==> src/hdl/avcd_pkg.sv <==
// Shared types and constants for the AVI chunk demuxer.
// No dependencies; imported by every module of the block.
`timescale 1ns / 1ps

package avcd_pkg;

   // Four-character codes, first character in the top byte
   localparam logic [31:0] ID_RIFF  = 32'h5249_4646;
   localparam logic [31:0] ID_LIST  = 32'h4C49_5354;
   localparam logic [31:0] ID_MOVI  = 32'h6D6F_7669;
   localparam logic [31:0] ID_STRH  = 32'h7374_7268;
   localparam logic [31:0] ID_AUDS  = 32'h6175_6473;
   localparam logic [31:0] ID_VIDEO = 32'h3030_6463;
   localparam logic [31:0] ID_AUDIO = 32'h3031_7762;

   // Largest sample frame the fill counter can track
   localparam logic [6:0] SAMPLE_MAX = 7'd64;

   // Register map
   localparam int CSR_INDEX_W = 8;
   localparam int CSR_DATA_W  = 32;
   localparam logic [CSR_INDEX_W-1:0] CSR_FRAME_BYTES      = 8'd0;
   localparam logic [CSR_INDEX_W-1:0] CSR_BYTES_PER_SAMPLE = 8'd1;
   localparam logic [CSR_INDEX_W-1:0] CSR_AUDIO_WANTED     = 8'd2;

   // Route codes on the result channel
   localparam logic [1:0] ROUTE_DROP  = 2'd0;
   localparam logic [1:0] ROUTE_VIDEO = 2'd1;
   localparam logic [1:0] ROUTE_AUDIO = 2'd2;

   typedef enum logic [1:0] {
      PH_HEADER,
      PH_LISTTYPE,
      PH_STRHTYPE,
      PH_BODY
   } phase_type;

   typedef enum logic [1:0] {
      KIND_SKIP,
      KIND_VIDEO,
      KIND_AUDIO
   } kind_type;

   typedef struct packed {
      logic [31:0] frame_bytes;
      logic [6:0]  bytes_per_sample;
      logic        audio_wanted;
   } cfg_type;

   typedef struct packed {
      logic [7:0] data_byte;
      logic [1:0] route;
      logic       frame_done;
      logic       sample_done;
      logic       audio_start;
   } result_type;

endpackage

==> src/hdl/avcd_csr.sv <==
// Configuration registers of the AVI chunk demuxer.
// Depends on avcd_pkg for the register map and the cfg_type struct.
`timescale 1ns / 1ps

module avcd_csr
   import avcd_pkg::*;
(
   input  logic                   clock,
   input  logic                   reset,
   input  logic                   csr_valid,
   output logic                   csr_ready,
   input  logic [CSR_INDEX_W-1:0] csr_index,
   input  logic [CSR_DATA_W-1:0]  csr_wdata,
   output cfg_type                cfg
);

   cfg_type cfg_ff;
   cfg_type cfg_in;

   assign csr_ready = 1'b1;
   assign cfg       = cfg_ff;

   always_comb begin
      cfg_in = cfg_ff;
      if (csr_valid) begin
         case (csr_index)
            CSR_FRAME_BYTES:      cfg_in.frame_bytes      = csr_wdata[31:0];
            CSR_BYTES_PER_SAMPLE: cfg_in.bytes_per_sample = csr_wdata[6:0];
            CSR_AUDIO_WANTED:     cfg_in.audio_wanted     = csr_wdata[0];
            default:              cfg_in = cfg_ff;  // drop writes off the map
         endcase
      end
   end

   always_ff @(posedge clock) begin
      if (reset) begin
         cfg_ff.frame_bytes      <= 32'd0;
         cfg_ff.bytes_per_sample <= 7'd8;
         cfg_ff.audio_wanted     <= 1'b1;
      end else begin
         cfg_ff <= cfg_in;
      end
   end

endmodule

==> src/hdl/avcd_walker.sv <==
// Chunk walker: per-byte parse state and the result for each accepted byte.
// Depends on avcd_pkg for phases, kinds, fourcc codes and the structs.
`timescale 1ns / 1ps

module avcd_walker
   import avcd_pkg::*;
(
   input  logic       clock,
   input  logic       reset,
   input  logic       advance,
   input  logic [7:0] stream_byte,
   input  cfg_type    cfg,
   output result_type result
);

   phase_type   phase_ff, phase_in;
   kind_type    kind_ff, kind_in;
   logic [31:0] chunk_id_ff, chunk_id_in;
   logic [31:0] chunk_size_ff, chunk_size_in;
   logic [32:0] bytes_left_ff, bytes_left_in;
   logic [3:0]  header_count_ff, header_count_in;
   logic [31:0] type_word_ff, type_word_in;
   logic        audio_seen_ff, audio_seen_in;
   logic        headers_done_ff, headers_done_in;
   logic        audio_active_ff, audio_active_in;
   logic [5:0]  sample_fill_ff, sample_fill_in;

   logic [3:0]  count_inc;
   logic [31:0] type_next;
   logic [32:0] strh_padded;
   logic [32:0] strh_left;
   logic [32:0] hdr_padded;
   logic [6:0]  sample_eff;
   logic [6:0]  fill_inc;
   logic        last_byte;
   result_type  res;

   assign count_inc   = header_count_ff + 4'd1;
   assign type_next   = {type_word_ff[23:0], stream_byte};
   assign strh_padded = {1'b0, chunk_size_ff} + {32'd0, chunk_size_ff[0]};
   assign strh_left   = strh_padded - 33'd4;
   assign hdr_padded  = {1'b0, chunk_size_in} + {32'd0, chunk_size_in[0]};
   assign sample_eff  = (cfg.bytes_per_sample > SAMPLE_MAX) ? SAMPLE_MAX
                                                             : cfg.bytes_per_sample;
   assign fill_inc    = {1'b0, sample_fill_ff} + 7'd1;
   assign last_byte   = (bytes_left_ff == 33'd1);

   always_comb begin
      phase_in        = phase_ff;
      kind_in         = kind_ff;
      chunk_id_in     = chunk_id_ff;
      chunk_size_in   = chunk_size_ff;
      bytes_left_in   = bytes_left_ff;
      header_count_in = header_count_ff;
      type_word_in    = type_word_ff;
      audio_seen_in   = audio_seen_ff;
      headers_done_in = headers_done_ff;
      audio_active_in = audio_active_ff;
      sample_fill_in  = sample_fill_ff;
      res             = '0;
      res.data_byte   = stream_byte;
      res.route       = ROUTE_DROP;

      if (phase_ff == PH_LISTTYPE || phase_ff == PH_STRHTYPE) begin
         type_word_in    = type_next;
         header_count_in = count_inc;
         if (count_inc >= 4'd4) begin
            header_count_in = 4'd0;
            if (phase_ff == PH_LISTTYPE) begin
               phase_in = PH_HEADER;
               // first movi list closes the header section
               if (type_next == ID_MOVI && !headers_done_ff) begin
                  headers_done_in = 1'b1;
                  if (audio_seen_ff && cfg.audio_wanted) begin
                     audio_active_in = 1'b1;
                     res.audio_start = 1'b1;
                  end
               end
            end else begin
               if (type_next == ID_AUDS) begin
                  audio_seen_in = 1'b1;
               end
               // skip the rest of the strh chunk
               if (strh_left == 33'd0) begin
                  phase_in = PH_HEADER;
               end else begin
                  kind_in       = KIND_SKIP;
                  bytes_left_in = strh_left;
                  phase_in      = PH_BODY;
               end
            end
         end
      end else if (phase_ff == PH_BODY && bytes_left_ff != 33'd0) begin
         bytes_left_in = bytes_left_ff - 33'd1;
         case (kind_ff)
            KIND_VIDEO: begin
               res.route      = ROUTE_VIDEO;
               res.frame_done = last_byte;
            end
            KIND_AUDIO: begin
               res.route = ROUTE_AUDIO;
               if (sample_eff != 7'd0) begin
                  if (fill_inc >= sample_eff) begin
                     res.sample_done = 1'b1;
                     sample_fill_in  = 6'd0;
                  end else begin
                     sample_fill_in = fill_inc[5:0];
                  end
               end
            end
            default: res.route = ROUTE_DROP;
         endcase
         if (last_byte) begin
            // odd payload: one pad byte follows, dropped
            if (kind_ff != KIND_SKIP && chunk_size_ff[0]) begin
               kind_in       = KIND_SKIP;
               bytes_left_in = 33'd1;
            end else begin
               phase_in = PH_HEADER;
            end
         end
      end else begin
         phase_in = PH_HEADER;
         if (header_count_ff < 4'd4) begin
            chunk_id_in = {chunk_id_ff[23:0], stream_byte};
         end else begin
            chunk_size_in = {stream_byte, chunk_size_ff[31:8]};
         end
         header_count_in = count_inc;
         if (count_inc >= 4'd8) begin
            header_count_in = 4'd0;
            if (chunk_id_in == ID_RIFF || chunk_id_in == ID_LIST) begin
               phase_in = PH_LISTTYPE;
            end else if (chunk_id_in == ID_STRH && chunk_size_in >= 32'd4) begin
               phase_in = PH_STRHTYPE;
            end else if (chunk_id_in == ID_VIDEO && chunk_size_in == cfg.frame_bytes) begin
               if (chunk_size_in == 32'd0) begin
                  // empty frame completes on its header
                  res.frame_done = 1'b1;
               end else begin
                  kind_in       = KIND_VIDEO;
                  bytes_left_in = {1'b0, chunk_size_in};
                  phase_in      = PH_BODY;
               end
            end else if (chunk_id_in == ID_AUDIO && audio_active_ff
                         && cfg.bytes_per_sample != 7'd0) begin
               if (chunk_size_in != 32'd0) begin
                  kind_in       = KIND_AUDIO;
                  bytes_left_in = {1'b0, chunk_size_in};
                  phase_in      = PH_BODY;
               end
            end else if (hdr_padded != 33'd0) begin
               kind_in       = KIND_SKIP;
               bytes_left_in = hdr_padded;
               phase_in      = PH_BODY;
            end
         end
      end
   end

   assign result = res;

   always_ff @(posedge clock) begin
      if (reset) begin
         phase_ff        <= PH_HEADER;
         kind_ff         <= KIND_SKIP;
         chunk_id_ff     <= 32'd0;
         chunk_size_ff   <= 32'd0;
         bytes_left_ff   <= 33'd0;
         header_count_ff <= 4'd0;
         type_word_ff    <= 32'd0;
         audio_seen_ff   <= 1'b0;
         headers_done_ff <= 1'b0;
         audio_active_ff <= 1'b0;
         sample_fill_ff  <= 6'd0;
      end else if (advance) begin
         phase_ff        <= phase_in;
         kind_ff         <= kind_in;
         chunk_id_ff     <= chunk_id_in;
         chunk_size_ff   <= chunk_size_in;
         bytes_left_ff   <= bytes_left_in;
         header_count_ff <= header_count_in;
         type_word_ff    <= type_word_in;
         audio_seen_ff   <= audio_seen_in;
         headers_done_ff <= headers_done_in;
         audio_active_ff <= audio_active_in;
         sample_fill_ff  <= sample_fill_in;
      end
   end

   a_body_nonempty: assert property (@(posedge clock) disable iff (reset)
      phase_ff == PH_BODY |-> bytes_left_ff != 33'd0)
      else $error("body phase with nothing left");

   a_type_count: assert property (@(posedge clock) disable iff (reset)
      (phase_ff == PH_LISTTYPE || phase_ff == PH_STRHTYPE) |-> header_count_ff < 4'd4)
      else $error("type word count overran");

   a_header_count: assert property (@(posedge clock) disable iff (reset)
      phase_ff == PH_HEADER |-> header_count_ff < 4'd8)
      else $error("header count overran");

   a_start_once: assert property (@(posedge clock) disable iff (reset)
      headers_done_ff |-> !res.audio_start)
      else $error("audio start after header section closed");

   a_active_after_start: assert property (@(posedge clock) disable iff (reset)
      advance && res.audio_start |=> audio_active_ff && headers_done_ff)
      else $error("audio start did not activate audio");

endmodule

==> src/hdl/avi_chunk_demuxer.sv <==
// AVI chunk demuxer, top level: walker, configuration registers, result register.
// Depends on avcd_pkg, avcd_csr and avcd_walker.
// Usage:
//   req_ channel: one stream byte per word, taken when req_valid is high and
//     req_stall is low.
//   rsp_ channel: one word per input byte, the byte itself with its route
//     (drop, video, audio) and the frame, sample and audio start markers.
//   csr_ channel: register writes (0 frame_bytes, 1 bytes_per_sample,
//     2 audio_wanted), always ready; write only while no byte is in flight.
// The result is registered: a byte taken at one edge shows on rsp_ after it.
// Throughput is one byte per cycle unless the receiver stalls; the parse state
// updates in a single pass per byte and the result register frees as the receiver
// takes its word. When the receiver stalls, the result register holds and req_stall
// rises, so no byte is taken until the waiting word leaves.
// Reset puts the walker at the start of a chunk header, clears audio state,
// empties the result register and loads the register defaults
// (frame_bytes 0, bytes_per_sample 8, audio_wanted 1).
`timescale 1ns / 1ps

module avi_chunk_demuxer
   import avcd_pkg::*;
(
   input  logic                   clock,
   input  logic                   reset,
   input  logic                   req_valid,
   output logic                   req_stall,
   input  logic [7:0]             req_stream_byte,
   output logic                   rsp_valid,
   input  logic                   rsp_stall,
   output logic [7:0]             rsp_data_byte,
   output logic [1:0]             rsp_route,
   output logic                   rsp_frame_done,
   output logic                   rsp_sample_done,
   output logic                   rsp_audio_start,
   input  logic                   csr_valid,
   output logic                   csr_ready,
   input  logic [CSR_INDEX_W-1:0] csr_index,
   input  logic [CSR_DATA_W-1:0]  csr_wdata
);

   cfg_type    cfg;
   result_type result;
   result_type rsp_ff;
   logic       rsp_valid_ff;
   logic       accept;

   assign req_stall = rsp_valid_ff && rsp_stall;
   assign accept    = req_valid && !req_stall;

   avcd_csr u_csr (
      .clock     (clock),
      .reset     (reset),
      .csr_valid (csr_valid),
      .csr_ready (csr_ready),
      .csr_index (csr_index),
      .csr_wdata (csr_wdata),
      .cfg       (cfg)
   );

   avcd_walker u_walker (
      .clock       (clock),
      .reset       (reset),
      .advance     (accept),
      .stream_byte (req_stream_byte),
      .cfg         (cfg),
      .result      (result)
   );

   always_ff @(posedge clock) begin
      if (reset) begin
         rsp_valid_ff <= 1'b0;
      end else if (accept) begin
         rsp_valid_ff <= 1'b1;
      end else if (!rsp_stall) begin
         rsp_valid_ff <= 1'b0;
      end
   end

   // payload loads only with a new word, so a stalled word holds
   always_ff @(posedge clock) begin
      if (accept) begin
         rsp_ff <= result;
      end
   end

   assign rsp_valid       = rsp_valid_ff;
   assign rsp_data_byte   = rsp_ff.data_byte;
   assign rsp_route       = rsp_ff.route;
   assign rsp_frame_done  = rsp_ff.frame_done;
   assign rsp_sample_done = rsp_ff.sample_done;
   assign rsp_audio_start = rsp_ff.audio_start;

   a_no_overwrite: assert property (@(posedge clock) disable iff (reset)
      rsp_valid_ff && rsp_stall |-> !accept)
      else $error("waiting word overwritten");

   a_word_follows: assert property (@(posedge clock) disable iff (reset)
      accept |=> rsp_valid_ff)
      else $error("accepted byte produced no word");

   a_route_code: assert property (@(posedge clock) disable iff (reset)
      rsp_valid_ff |-> rsp_ff.route != 2'd3)
      else $error("undefined route code");

endmodule

==> config.mk <==
export PLATFORM = sky130hd
export DESIGN_NAME = avi_chunk_demuxer
export DESIGN_NICKNAME = d
export VERILOG_FILES = /design/src/hdl/avcd_pkg.sv /design/src/hdl/avcd_csr.sv /design/src/hdl/avcd_walker.sv /design/src/hdl/avi_chunk_demuxer.sv
export SDC_FILE = /design/constraint.sdc
export NUM_CORES = 1
export LEC_CHECK = 0
export BUFFER_PORTS_ARGS = -buffer_cell sky130_fd_sc_hd__buf_2
export CORE_UTILIZATION = 35
export DETAILED_ROUTE_END_ITERATION = 7
export GPL_ROUTABILITY_DRIVEN = 0
export PLACE_DENSITY = 0.49
export SLEW_MARGIN = 10
export SYNTH_ARGS = -nofsm -noshare
export SYNTH_HDL_FRONTEND = slang
export SYNTH_HIERARCHICAL = 1
export SYNTH_SLANG_ARGS = --single-unit
==> constraint.sdc <==
create_clock -name clock -period 11.11 [get_ports clock]
set_input_delay 0 -clock clock [delete_from_list [all_inputs] [get_ports clock]]
set_output_delay 0 -clock clock [all_outputs]
set_load 0.01 [all_outputs]
==> out/summary.txt <==
initial DRC count = 1,863
status = finished, final reports clean
ys flop type = dfxtp_1
Buf/Inv on CP = 3
Seq pwr share = 33.1%
Int Power = 0.00130 W
CP Max Fanout = 56
clk root buf = clkbuf_16
Slew HR = 21.9%
FF-to-FF path depth = 14
Layout Cells excl Fill = 2,559
ys async rst share = 0%
CP Depth = 14
Final min period = 6.44 ns
final WL = 61,000 um
TritonCTS clock tree = done
total power = 0.00227 W
layout cells sized above 1 = 10.6%
CP top delay family = simple AND/OR/NAND/NOR gates
DRC = 0
CTS Sinks = 192
Layout area overhead = 11.1%
largest net degree at the start of global routing = 101
slowest CP cell = and3_1
First-pass DRT Iterations = 8
Max VDD drop = 0.0849 mV
Leak = 5.85 nW
Worst-path clk slew = 0.09 ns
max-slew violation count = 0
f_max = 155 MHz
largest stage delay on the critical path = 0.86 ns
DR vias/cell = 6.14
combinational cell fraction of total power = 37.6%
Inst Count DP = 2,478
switching part of the total power = 42.6%
yosys synthesis warning count = 6
TritonCTS buffer count = 17
Hold Fails Final Rpt = 0
htree depth = 4
clk_lat worst skew = 0.47 ns
IO Pins = 69
startpoint types = flop
global route overflow = 0
Site Rows = 75
die area = 43,700 sq um
Max Root-Sink Buffers = 2
final worst-path cycle share = 57.9%
Crit Path Category = reg -> reg
core area = 42,100 sq um
Post-synth EDFFs = 13
synth unique cells = 97
CP endpoint = u_walker/bytes_left_ff[2]$_SDFFE_PP0P_
clock power share = 29.3%
CP required = 11.47 ns
Mapped Nets = 2,077
Initial Util = 35.6%
routed len/inst = 23.9 um
worst slew pin tran = 1.14 ns
Routed Antenna Nets = 0
P per Cell Area = 136 nW/um^2
Final setup violation count = 0
CP arrival = 6.80 ns
post-synthesis sequential element count = 192
overall global routing resource usage = 27.6%
number of global-route vias before repair = 14,800
nets = 2,076
setup TNS = 0 ns
Reg2Reg Setup Slack = 4.67 ns
syn avg cell area = 7.47 sq um
Critical Path End Type = flop
initial antenna violation count = 1
Die Width = 209 um
HPWL Detailed = 42,800 um
Seq/Total Area, Yosys = 26.5%
Crit path top cell by count = buf_4
maxcap violations = 0
IO Port Bufs = 67
RSZ-0062 raised after global routing = no
CP cell instances = buf_4 > or2_2 > buf_4 > mux2i_1 > nand2b_1 > a2111oi_2 > nor2_1 > nor4_1 > xnor2_1 > nor4b_2 > and3_1 > a31o_1 > buf_4 > mux2_2
sw power = 0.000967 W
Die Y = 209 um
Worst R2R End = u_walker/bytes_left_ff[2]$_SDFFE_PP0P_
skew final = 0.0148 ns
first-pass GRT wire length = 92,500 um
vias after detailed routing = 15,700
Hold WC Path Type = in -> reg
Post-Syn Instances = 2,008
R2R Path Start = u_walker/header_count_ff[2]$_SDFFE_PP0P_
Worst Setup SP = u_walker/header_count_ff[2]$_SDFFE_PP0P_
Ant. Diodes = 0
Cell Area, Synth = 15,000 sq um
-- registers in the layout, indices dropped and copies added (netlist names), 2 cells and up --
| name | cells |
|---|---|
| u_walker/sample_fill_ff | 6 |
| u_walker/chunk_id_ff | 32 |
| u_walker/kind_ff | 2 |
| u_walker/type_word_ff | 24 |
| u_walker/bytes_left_ff | 33 |
| u_walker/chunk_size_ff | 32 |
| rsp_route | 2 |
| u_walker/header_count_ff | 4 |
| u_walker/phase_ff | 2 |
| rsp_data_byte | 8 |
| u_csr/cfg | 40 |
-- per-layer routing --
metal | wire (um) | GRT usage (%)
met1 | 25600 | 36.1
met2 | 26900 | 43.3
met3 | 5270 | 4.97
met4 | 3240 | 14.6
met5 | 13 | 0
-- synthesized netlist by cell type (36+ instances only) --
master / n / area share, %
nand3_1: 36 / 1.2
mux2i_1: 75 / 5.0
dfxtp_1: 179 / 24
nand4_1: 40 / 1.7
clkbuf_1: 131 / 3.3
o21ai_0: 60 / 2.0
nor4_1: 40 / 1.7
xnor2_1: 84 / 4.9
nor2_1: 142 / 3.6
nand2_1: 280 / 7.0
nor3_1: 68 / 2.3
nand2b_1: 95 / 4.0
inv_1: 42 / 1.1
xor2_1: 45 / 2.6
a21oi_1: 152 / 5.1
-- power by group through the flow --
stage,registers (W),clock network (W),logic [W]
after global routing,0.000754,0.000710,0.000899
final,0.000751,0.000665,0.000853
after floorplan,0.000752,0,0.000565
after detailed placement,0.000766,0,0.000810
after CTS,0.000750,0.000684,0.000825
after global placement,0.000765,0,0.000813
-- through the flow --
step / hold slack, ns / worst slack, ns / util, % / instance area [sq um]
4_1_cts: 0.0168 / 4.87 / 39.6 / 16700
2_1_floorplan: 0.0724 / 7.00 / - / 15000
3_5_place_dp: 0.226 / 4.90 / 36.9 / 15500
5_1_grt: 0.0252 / 4.40 / 39.6 / 16700
6_report: 0.0319 / 4.67 / 39.6 / 16700
3_3_place_gp: 0.222 / 5.08 / 36.9 / 15500
-- repair_timing --
item,CTS,global route
hold endpoints to repair,82,0
gates resized for setup,0,0
setup buffers,0,0
hold buffers,48,0
-- kinds of logic after synthesis --
family,Yosys count,synth area share (%)
and+or+nand+nor,895,31.5
muxes,93,6.52
adders and majority gates,16,1.33
buffers and inverters,227,6.70
DFF,192,26.5
xor gates and xnor gates,129,7.53
AOI/OAI and AO/OA,455,19.9
other,1,0.0250
-- final cells by class --
cell class                 count  area, sq um
timing repair buffer         164         1190
sequential                   192         3970
inverter                      43          161
multi-input combinational   1589        10000
fill                        4365        25500
tap                          539          674
clock buffer                  17          425
clock inverter                15          211
-- cell usage in the layout (no fill, tap or decap), types with 17 or more instances in the layout --
cell type,instances
nand2_1,279
dfxtp_1,179
a21oi_1,152
nor2_1,139
nand2b_1,95
xnor2_1,84
mux2i_1,75
nor3_1,68
buf_2,67
o21ai_0,60
dlygate4sd3_1,48
buf_4,48
xor2_1,45
inv_1,42
nor4_1,40
nand4_1,40
nand3_1,36
a211oi_1,35
a31oi_1,30
nor2b_1,26
o22ai_1,23
nor4b_1,19
clkbuf_16,17
nor3b_1,17
or4_1,17
o211ai_1,17
-- worst min-delay path by stage --
stage	from	to	depth (start not counted)
floorplan	reset	rsp_valid$_SDFFE_PP0P_	1
global placement	req_valid	rsp_valid$_SDFFE_PP0P_	3
detailed placement	req_valid	rsp_valid$_SDFFE_PP0P_	3
CTS	csr_valid	u_csr/cfg[7]$_SDFFE_PP0P_	3
global route	csr_valid	u_csr/cfg[7]$_SDFFE_PP0P_	3
finish	csr_valid	u_csr/cfg[1]$_SDFFE_PP0P_	3
-- worst min-delay path: stages --
cell and delay [ns]:
buf_2 0.12, nand4_2 0.24, mux2i_1 0.11
Note: power is estimated with default switching activity, not from simulation.
